===== src/rtl/core/dtcsm_pkg.sv =====
// Package with shared types and constants of the trouble code status manager.
package dtcsm_pkg;
  localparam int NUM_CODES = 16;
  localparam int IDX_W = 4;
  localparam int SNAPSHOT_BITS = 32;
  localparam int CNT_W = 5;

  localparam logic [7:0] ST_TF    = 8'h01;
  localparam logic [7:0] ST_TFTOC = 8'h02;
  localparam logic [7:0] ST_PEND  = 8'h04;
  localparam logic [7:0] ST_CONF  = 8'h08;
  localparam logic [7:0] CNT_MAX  = 8'hFF;

  localparam logic [1:0] PH_NONE  = 2'd0;
  localparam logic [1:0] PH_FIRST = 2'd1;
  localparam logic [1:0] PH_LAST  = 2'd2;
  localparam logic [1:0] PH_DONE  = 2'd3;

  localparam logic [2:0] REQ_TICK      = 3'd0;
  localparam logic [2:0] REQ_CLEAR_ONE = 3'd1;
  localparam logic [2:0] REQ_CLEAR_ALL = 3'd2;
  localparam logic [2:0] REQ_STATUS    = 3'd3;
  localparam logic [2:0] REQ_COUNT     = 3'd4;
  localparam logic [2:0] REQ_SNAP_OFR  = 3'd5;
  localparam logic [2:0] REQ_SNAP_RD   = 3'd6;

  localparam logic [2:0] CFG_FAULT_EN  = 3'd0;
  localparam logic [2:0] CFG_CONFIRM   = 3'd1;
  localparam logic [2:0] CFG_SUPPORTED = 3'd2;
  localparam logic [2:0] CFG_GLOBAL    = 3'd3;
  localparam logic [2:0] CFG_LOCAL     = 3'd4;
  localparam logic [2:0] CFG_INVALID   = 3'd5;

  typedef enum logic [2:0] {
    S_IDLE, S_UPDATE, S_PENDCNT, S_CLEAR, S_SCAN, S_DONE
  } state_t;

  typedef struct packed {
    logic on;
    logic start;
    logic [15:0] fault_enable;
    logic [7:0]  confirm_cycles;
    logic [15:0] faults;
  } tick_ctl_t;

  // Per-entry state that the shared update unit walks.
  typedef struct packed {
    logic [7:0] status;
    logic       pmark;
    logic [7:0] pcount;
    logic [1:0] phase;
    logic       clr;
  } entry_t;
endpackage


===== src/rtl/core/dtcsm_update.sv =====
// Shared per-entry update unit: one entry per cycle in each tick pass.
module dtcsm_update (
  input  dtcsm_pkg::state_t    pass,
  input  dtcsm_pkg::tick_ctl_t ctl,
  input  logic [3:0]           idx,
  input  dtcsm_pkg::entry_t    cur,
  output dtcsm_pkg::entry_t    nxt
);
  import dtcsm_pkg::*;

  always_comb begin
    logic [7:0] s;
    nxt = cur;
    s = cur.status;
    unique case (pass)
      S_UPDATE: begin
        if (ctl.on && ctl.fault_enable[idx]) begin
          if (ctl.faults[idx]) s = s | ST_TF;
          else s = s & ~ST_TF;
        end
        if (ctl.on && (s & ST_TF) != 8'd0) s = s | ST_TFTOC;
        if (ctl.on) begin
          if (cur.clr) begin
            s = s & ~ST_PEND;
            nxt.pmark = 1'b0;
          end
        end else if ((s & ST_TFTOC) != 8'd0) begin
          s = s | ST_PEND;
          nxt.pmark = 1'b0;
        end else if (cur.pmark) begin
          s = s & ~ST_PEND;
        end else begin
          nxt.pmark = 1'b1;
        end
        if (ctl.on) begin
          if ((s & ST_CONF) != 8'd0) begin
            if ((s & ST_TF) != 8'd0) nxt.phase = PH_LAST;
            else if (cur.clr) s = s & ~ST_CONF;
          end else if ((s & ST_TF) != 8'd0 && (s & ST_PEND) != 8'd0 &&
                       cur.pcount >= ctl.confirm_cycles && !cur.clr) begin
            s = s | ST_CONF;
            nxt.phase = PH_FIRST;
          end
        end
        nxt.status = s;
      end
      S_PENDCNT: begin
        if (ctl.start && (s & ST_PEND) != 8'd0 && cur.pcount != CNT_MAX)
          nxt.pcount = cur.pcount + 8'd1;
      end
      S_CLEAR: begin
        if (cur.clr) begin
          nxt.clr = 1'b0;
          nxt.status = 8'd0;
          nxt.pmark = 1'b0;
        end
      end
      default: ;
    endcase
  end
endmodule


===== src/rtl/core/dtc_status_manager.sv =====
// Top level of the diagnostic trouble code status manager.
// Usage: pulse start with a request word on the input ports while busy is low.
// The block raises busy and sequences the request; the result appears on the
// result ports for one cycle with done high. The receiver cannot stall.
// A tick takes 3 passes over the 16 entries through the shared update unit
// (update, pending count, clear) and then the confirmed-count scan. Every
// other request takes the scan only. The entries are walked one at a time
// through the one shared update unit. A new request is accepted the cycle
// after done.
// Configuration writes on cfg_valid/cfg_ready are always ready; the user makes
// them only while the block is idle, which the block itself does not enforce.
// Reset clears the table and counters, sets registers to their defaults,
// the cycle switch to on and the cycle status to off. Snapshot words reset
// to zero with their record numbers.
module dtc_status_manager (
  input  logic        clk,
  input  logic        rst,
  input  logic        start,
  output logic        busy,
  input  logic [2:0]  req_type,
  input  logic [3:0]  dtc_index,
  input  logic        cycle_switch,
  input  logic [15:0] fault_vector,
  input  logic [7:0]  status_mask,
  input  logic [7:0]  record_select,
  input  logic [31:0] snapshot_in,
  input  logic        cfg_valid,
  output logic        cfg_ready,
  input  logic [2:0]  cfg_index,
  input  logic [15:0] cfg_data,
  output logic        done,
  output logic [7:0]  status_out,
  output logic [4:0]  match_count,
  output logic [4:0]  confirmed_count,
  output logic        snapshot_valid,
  output logic [31:0] snapshot_out,
  output logic [7:0]  record_out,
  output logic        cycle_active
);
  import dtcsm_pkg::*;

  logic [15:0] fault_enable;
  logic [7:0]  confirm_cycles, supported_mask, global_record_no;
  logic [7:0]  local_record_no, invalid_record_no;

  entry_t      ent [NUM_CODES];
  logic [31:0] first_data [NUM_CODES];
  logic [7:0]  first_rec  [NUM_CODES];
  logic [31:0] last_data  [NUM_CODES];
  logic [7:0]  last_rec   [NUM_CODES];
  logic        cycle_switch_reg, cycle_status_reg;

  state_t      state, state_next;
  logic [3:0]  idx;
  logic [2:0]  req;
  logic [3:0]  rq_idx;
  logic [15:0] faults;
  logic [7:0]  mask;
  logic [7:0]  sel;
  logic        start_flag;
  logic [4:0]  mcnt, ccnt;

  tick_ctl_t   ctl;
  entry_t      upd;
  logic        last;
  logic        accept;

  assign accept = start && !busy;
  assign cfg_ready = 1'b1;
  assign last = (idx == 4'(NUM_CODES - 1));

  assign ctl.on = cycle_status_reg;
  assign ctl.start = start_flag;
  assign ctl.fault_enable = fault_enable;
  assign ctl.confirm_cycles = confirm_cycles;
  assign ctl.faults = faults;

  dtcsm_update u_upd (
    .pass(state), .ctl(ctl), .idx(idx), .cur(ent[idx]), .nxt(upd)
  );

  always_comb begin
    state_next = state;
    unique case (state)
      S_IDLE:    if (accept) state_next = (req_type == REQ_TICK) ? S_UPDATE : S_SCAN;
      S_UPDATE:  if (last) state_next = S_PENDCNT;
      S_PENDCNT: if (last) state_next = S_CLEAR;
      S_CLEAR:   if (last) state_next = S_SCAN;
      S_SCAN:    if (last) state_next = S_DONE;
      S_DONE:    state_next = S_IDLE;
      default:   state_next = S_IDLE;
    endcase
  end

  always_comb begin
    busy = (state != S_IDLE);
    done = (state == S_DONE);
  end

  always_ff @(posedge clk) begin
    if (rst) state <= S_IDLE;
    else state <= state_next;
  end

  always_ff @(posedge clk) begin
    if (rst) begin
      fault_enable <= 16'hFFFF;
      confirm_cycles <= 8'd1;
      supported_mask <= 8'd15;
      global_record_no <= 8'd1;
      local_record_no <= 8'd2;
      invalid_record_no <= 8'hFF;
    end else if (cfg_valid && cfg_ready) begin
      unique case (cfg_index)
        CFG_FAULT_EN:  fault_enable <= cfg_data;
        CFG_CONFIRM:   confirm_cycles <= cfg_data[7:0];
        CFG_SUPPORTED: supported_mask <= cfg_data[7:0];
        CFG_GLOBAL:    global_record_no <= cfg_data[7:0];
        CFG_LOCAL:     local_record_no <= cfg_data[7:0];
        CFG_INVALID:   invalid_record_no <= cfg_data[7:0];
        default: ;
      endcase
    end
  end

  always_ff @(posedge clk) begin
    if (rst) begin
      for (int i = 0; i < NUM_CODES; i++) begin
        ent[i] <= '0;
        first_data[i] <= '0;
        first_rec[i] <= '0;
        last_data[i] <= '0;
        last_rec[i] <= '0;
      end
      cycle_switch_reg <= 1'b1;
      cycle_status_reg <= 1'b0;
      idx <= '0;
      start_flag <= 1'b0;
      mcnt <= '0;
      ccnt <= '0;
      req <= REQ_TICK;
      rq_idx <= '0;
      faults <= '0;
      mask <= '0;
      sel <= '0;
    end else begin
      unique case (state)
        S_IDLE: begin
          idx <= '0;
          mcnt <= '0;
          ccnt <= '0;
          if (accept) begin
            req <= req_type;
            rq_idx <= dtc_index;
            faults <= fault_vector;
            mask <= (status_mask > supported_mask) ? supported_mask : status_mask;
            sel <= record_select;
            unique case (req_type)
              REQ_TICK: begin
                cycle_switch_reg <= cycle_switch;
                start_flag <= cycle_switch && !cycle_status_reg;
              end
              REQ_CLEAR_ONE: ent[dtc_index].clr <= 1'b1;
              REQ_CLEAR_ALL:
                for (int i = 0; i < NUM_CODES; i++) ent[i].clr <= 1'b1;
              REQ_SNAP_OFR:
                if ((ent[dtc_index].status & ST_TF) != 8'd0) begin
                  if (ent[dtc_index].phase == PH_FIRST) begin
                    first_data[dtc_index] <= snapshot_in;
                    first_rec[dtc_index] <= global_record_no;
                    ent[dtc_index].phase <= PH_DONE;
                  end else if (ent[dtc_index].phase == PH_LAST) begin
                    last_data[dtc_index] <= snapshot_in;
                    last_rec[dtc_index] <= local_record_no;
                    ent[dtc_index].phase <= PH_DONE;
                  end
                end
              default: ;
            endcase
          end
        end
        S_UPDATE, S_PENDCNT: begin
          ent[idx] <= upd;
          idx <= idx + 4'd1;
        end
        S_CLEAR: begin
          ent[idx] <= upd;
          if (ent[idx].clr) begin
            first_data[idx] <= '0;
            first_rec[idx] <= invalid_record_no;
            last_data[idx] <= '0;
            last_rec[idx] <= '0;
          end
          idx <= idx + 4'd1;
          if (last) cycle_status_reg <= cycle_switch_reg;
        end
        S_SCAN: begin
          if ((ent[idx].status & mask) != 8'd0) mcnt <= mcnt + 5'd1;
          if ((ent[idx].status & ST_CONF) != 8'd0) ccnt <= ccnt + 5'd1;
          idx <= idx + 4'd1;
        end
        default: ;
      endcase
    end
  end

  // Result word, valid while done is high.
  always_comb begin
    status_out = '0;
    match_count = '0;
    snapshot_valid = 1'b0;
    snapshot_out = '0;
    record_out = '0;
    confirmed_count = ccnt;
    cycle_active = cycle_status_reg;
    if (req == REQ_STATUS) status_out = ent[rq_idx].status & supported_mask;
    if (req == REQ_COUNT) match_count = mcnt;
    if (req == REQ_SNAP_RD) begin
      if (sel == global_record_no) begin
        snapshot_valid = (first_rec[rq_idx] == global_record_no);
        snapshot_out = first_data[rq_idx];
        record_out = first_rec[rq_idx];
      end else if (sel == local_record_no) begin
        snapshot_valid = (last_rec[rq_idx] == local_record_no);
        snapshot_out = last_data[rq_idx];
        record_out = last_rec[rq_idx];
      end
    end
  end
endmodule


===== config.mk =====
export PLATFORM = sky130hd
export DESIGN_NAME = dtc_status_manager
export DESIGN_NICKNAME = d
export VERILOG_FILES = /design/src/rtl/core/dtcsm_pkg.sv /design/src/rtl/core/dtcsm_update.sv /design/src/rtl/core/dtc_status_manager.sv
export SDC_FILE = /design/constraint.sdc
export NUM_CORES = 2
export LEC_CHECK = 0
export ABC_AREA = 1
export ABC_CLOCK_PERIOD_IN_PS = 4600
export BUFFER_PORTS_ARGS = -buffer_cell sky130_fd_sc_hd__buf_2
export CAP_MARGIN = 20
export CORE_UTILIZATION = 49
export DETAILED_ROUTE_END_ITERATION = 7
export SLEW_MARGIN = 20
export SYNTH_ARGS = -nofsm -noshare
export SYNTH_HDL_FRONTEND = slang
export SYNTH_SLANG_ARGS = --single-unit
export TNS_END_PERCENT = 20

===== constraint.sdc =====
create_clock -name clk -period 4.6 [get_ports clk]
set_input_delay 0.92 -clock clk [delete_from_list [all_inputs] [get_ports clk]]
set_output_delay 0.92 -clock clk [all_outputs]
set_load 0.02 [all_outputs]

Word-level counts from Yosys, hierarchy flattened
Memory sizes are Yosys's and may differ from the RTL's. A register that Yosys moved wholly into a read port is not among the register bits.
Cells that the tools add are included.
Widths: inputs -> output; s select.
- flip-flop bits (word level): 115
- output and inout bits: 63
- word-level logic and storage cells: 277
- bits in writable memories: 1600
- bits of input ports: 95
- memories kept: 5
- memory list (name ; words ; width ; rd ports ; clocked after memory_dff ; wr ports ; RTL line ; source):
    first_data ; 16 ; 32 ; 1 ; 1 ; 16 ; dtc_status_manager.sv:47 ; logic [31:0] first_data [NUM_CODES];
    last_data ; 16 ; 32 ; 1 ; 1 ; 16 ; dtc_status_manager.sv:49 ; logic [31:0] last_data [NUM_CODES];
    ent ; 16 ; 20 ; 3 ; 2 ; 16 ; dtc_status_manager.sv:46 ; entry_t ent [NUM_CODES];
    first_rec ; 16 ; 8 ; 1 ; 1 ; 16 ; dtc_status_manager.sv:48 ; logic [7:0] first_rec [NUM_CODES];
    last_rec ; 16 ; 8 ; 1 ; 1 ; 16 ; dtc_status_manager.sv:50 ; logic [7:0] last_rec [NUM_CODES];
- reduce and logical (&&, ||, !) cells: 43
- mux-type cells: 153
- add/subtract/negate cells: 4
- eq/ne operators: 31
- $lt $le $gt $ge: 3
- bitwise logic cells: 20
- operators by type and width (cell ; number):
    $mux 32 ; 7
    $reduce_or 32->1 ; 4
    $mux 8 ; 14
    $mux 4 ; 27
    $mux 1 ; 72
    $mux 20 ; 3
    $reduce_or 20->1 ; 2
    $mux 3 ; 12
    $eq 8x8->1 ; 4
    $reduce_or 8->1 ; 4
    $eq 3x3->1 const B ; 7
    $pmux 5 s2 ; 2
    $reduce_and 2->1 ; 10
    $eq 3x2->1 const B ; 6
    $or 1x1->1 ; 18
    $pmux 9 s2 ; 1
    $and 8x8->8 ; 2
    $mux 5 ; 3
    $pmux 3 s5 ; 1
    $mux 2 ; 7
    $ne 2x2->1 const B ; 6
    $add 5x1->5 const B ; 2
    $eq 3x1->1 const B ; 3
    $logic_and 1x1->1 ; 9
    other kinds (22) ; 28

Depth between registers and ports, before layout
- word-level depth: 21
- mapped depth: 23
- depth with buffers taken out: 18

Hierarchy
From an unflattened synthesis, not the netlist that was laid out.
- cells, all modules: 8250
- area total of the unflattened synthesis: 79836.6 sq um
- by module, submodules not included (module ; area an instance (sq um) ; cells each ; instances ; seq. area each (sq um)):
    dtc_status_manager ; 78770.5 ; 8045 ; 1 ; 50418.4
    dtcsm_update ; 1066.0 ; 205 ; 1 ; 0.0

Worst setup path after synthesis
No wires, ideal clock.
- path kind: input to register
- start: input port dtc_index[1]
- end: memory first_data[4][0], enable pin
- slack: 529 ps
- data required time: 4202 ps
- setup time: 398 ps
- cell stages on the path: 12
- path buffers: 4
- arrival: 3673 ps
- cell sequence: clkbuf_1 buf_1 o21ai_0 o211ai_1 nand3_1 a21oi_1 nand3_1 nand2_1 buf_2 nand3_1 clkbuf_1 nand2_1
- RTL lines (what ; RTL line ; source):
    start: declaration ; dtc_status_manager.sv:21 ; input logic [3:0] dtc_index,
    end: declaration ; dtc_status_manager.sv:47 ;

==> qor.yml <==
status: "finished, violations left"
violations: "setup timing"
grt_max_degree: 148
synth_flop_cell: "edfxtp_1"
p_switching_w: 0.0113
grt_usage_pct: 32.6
postSynthCellCount: 8222
syn_area_mm2: 0.0793
start_kind: "register"
slew_headroom_pct: 25.0
worstSetupPathType: "reg -> out"
worstPathArrival_ns: 3.70
met3_usage_pct: 6.79
place_congestion: 0.929
drive_above_1_share_pct: 10.4
drc_errors: 0
yosys_register_bits: 1723
cellPowerDensity_mw_per_mm2: 431
hpwl_mm: 158
ctsHtreeMaxLevel: 4
postPlaceCellArea_mm2: 0.0836
dr.first_iter.drc_count: 8722
hold_class: "in -> reg"
coreArea_mm2: 0.161
grt_busiest_layer: "met2"
initial_utilization_pct: 49.4
cts_root_buffer: "clkbuf_16"
areaGrowthSynthToFinish_pct: 13.1
p_int_w: 0.0274
syn_avg_cell_area_um2: 9.64
clockBufferDepth: 3
fmax_mhz: 216
grt.overflow.total: 0
die_x_um: 404
p_sw_share_pct: 29.1
rrSetupSlack_ns: 0.60
yosysWarnings: 0
max_stage_delay_ns: 0.56
drt_wl_total_mm: 270
finalHoldViolCount: 0
cts_buffers: 183
yosysTopAreaCell: "edfxtp_1"
cp-end-kind: "output pin"
p_comb_share_pct: 17.1
finalNetCount: 8314
antenna_found_initial: 9
grt_use_met1_pct: 44.8
synth_cell_type_count: 53
clkPwrFrac_pct: 36.6
min_period_ns: 4.62
power_frac_seq_pct: 46.2
cts.sinks: 1723
synth.area.top_cells: "edfxtp_1, nor2_1, nand2_1"
fin_area_mm2: 0.0897
clk_pin_slew_ns: 0.06
hold_buffers: 0
pin_count: 158
io_buffer_count: 156
syn_nets: 8337
finalCritPeriodShare_pct: 101
grt_pass1_vias: 59490
yosysMostFrequentCell: "nor2_1"
fillers: 14055
dp.cells: 10161
p_leak_nw: 33.8
vias: 63666
synth-seq-area-share_pct: 63.6
grt_setup_unrepaired: "true"
slew_violations: 0
max_cap_violations: 0
ir_drop_mv: 0.417
insertion_delay_ns: 0.83
path_cells: "buf_12, buf_6, o21ai_0, o221ai_1, o21ai_0, a21oi_1, a21oi_1, nor3_1, buf_2"
first_pass_iters: 6
fp.dieH_um: 404
fp-row-count: 147
setup_ws_ns: -0.0247
post-route-util_pct: 55.9
skew_ns: 0.0275
synth_top_cells_by_count: "nor2_1, edfxtp_1, nand2_1"
viasPerCell: 6.06
pre_cts_ws_ns: 0.395
wire_per_inst_um: 25.6
cp_slowest_cell: "nor3_1"
grt_pass1_wl_mm: 394
setup_viol: 1
largestRegisters: "first_data: 512 flops, last_data: 512 flops, ent: 320 flops"
cp.required_ns: 3.68
ant_nets: 0
finalSetupTns_ns: -0.0247
worst_slew_pin_slew_ns: 1.12
path_max_fanout: 41
die_area_mm2: 0.163
use_met2_pct: 51.0
synthArstFlopShare_pct: 0
final_cells: 10514
synth_top_area_share_pct: 60.3
synth-edff-count: 1591
cts_tree: "done"
-- power by group through the flow --
stage               Sequential (W)  Combinational, W  Clock, W
floorplan                   0.0181           0.00393         0
detailed placement          0.0182           0.00632         0
finish                      0.0179           0.00662    0.0141
CTS                         0.0179           0.00646    0.0143
global placement            0.0182           0.00626         0
global route                0.0179           0.00709    0.0148
-- final timing paths --
check | cells after the start | end | start
setup / recovery | 9 | snapshot_out[27] | register
setup reg to reg | 15 | ent[10][1]$_SDFFCE_PN0P_ | register
hold reg to reg | 2 | invalid_record_no[3]$_SDFFE_PP1P_ | invalid_record_no[3]$_SDFFE_PP1P_
hold / removal | 3 | fault_enable[8]$_SDFFE_PP1P_ | cfg_data[8]
-- metal layers --
layer,share of wire [%],vias to the layer above,routed length [um]
met2,46,3667,124000
met4,3.4,8,9150
met1,39,31275,106000
met5,0.018,-,49
met3,11,510,30400
li1,-,28206,-
-- critical path, delay by kind of cell (launching register included) --
family / cells / cell delay [ns]
simple gates: 1 / 0.56
compound gates: 5 / 1.13
buf+inv: 3 / 0.75
flops: 1 / 0.40
-- final cells by class --
type                       instances  area, um2  share of cell area (%)
sequential                      1723      50400                    56.2
multi-input combinational       5489      25300                    28.2
clock buffer                     250       4920                    5.49
timing repair buffer             501       4440                    4.95
tap                             2160       2700                    3.01
inverter                         301       1190                    1.32
clock inverter                    88        714                   0.797
antenna                            2       5.00                 0.00558
-- through the flow --
step | power [W] | hold WS [ns]
3_3_place_gp | 0.0244 | 0.439
5_1_grt | 0.0398 | 0.329
6_report | 0.0386 | 0.330
3_5_place_dp | 0.0245 | 0.443
2_1_floorplan | 0.0220 | 0.429
4_1_cts | 0.0386 | 0.288
-- cells by family (layout without fill, tap and decap cells) --
group / after synthesis / in the layout / share of synthesized area [%]
xor gates and xnor gates: 20 / 20 / 0.230
and+or+nand+nor: 3809 / 3809 / 18.9
AOI/OAI and AO/OA: 1638 / 1638 / 11.9
adders and majority gates: 20 / 20 / 0.316
DFF: 1723 / 1723 / 63.6
other: 1 / 3 / 0.00473
buffers and inverters: 1010 / 1140 / 5.03
muxes: 1 / 1 / 0.0126
-- cell usage in the layout (no fill, tap or decap), types with 7 or more instances in the layout --
cell type and instances:
a211oi_1 25, a21oi_1 448, a221o_1 17, a221oi_1 16, a22oi_1 34, a31oi_1 27, a32o_1 10, a32oi_1 19
buf_12 67, buf_16 7, buf_2 155, buf_4 260, buf_6 9, bufinv_16 7, clkbuf_1 59, clkbuf_16 185
clkinv_1 50, clkinv_2 22, dfxtp_1 125, edfxtp_1 1591, ha_1 20, inv_1 282, inv_2 8, nand2_1 1113
nand2_2 32, nand3_1 370, nand3_2 32, nand4_1 10, nor2_1 2204, nor2_2 7, nor2_4 8, o211ai_1 144
o21ai_0 704, o21ai_1 14, o221ai_1 64, o22ai_1 84, o31ai_1 9, or2_2 12, xor2_1 17
-- repair_timing --
action,in CTS,in global routing
endpoints found under the setup margin,32,26
cloned,2,0
setup buffers,7,4
pin swaps,1,2
resized for setup,27,26
Power figures use the tool's default switching activity.
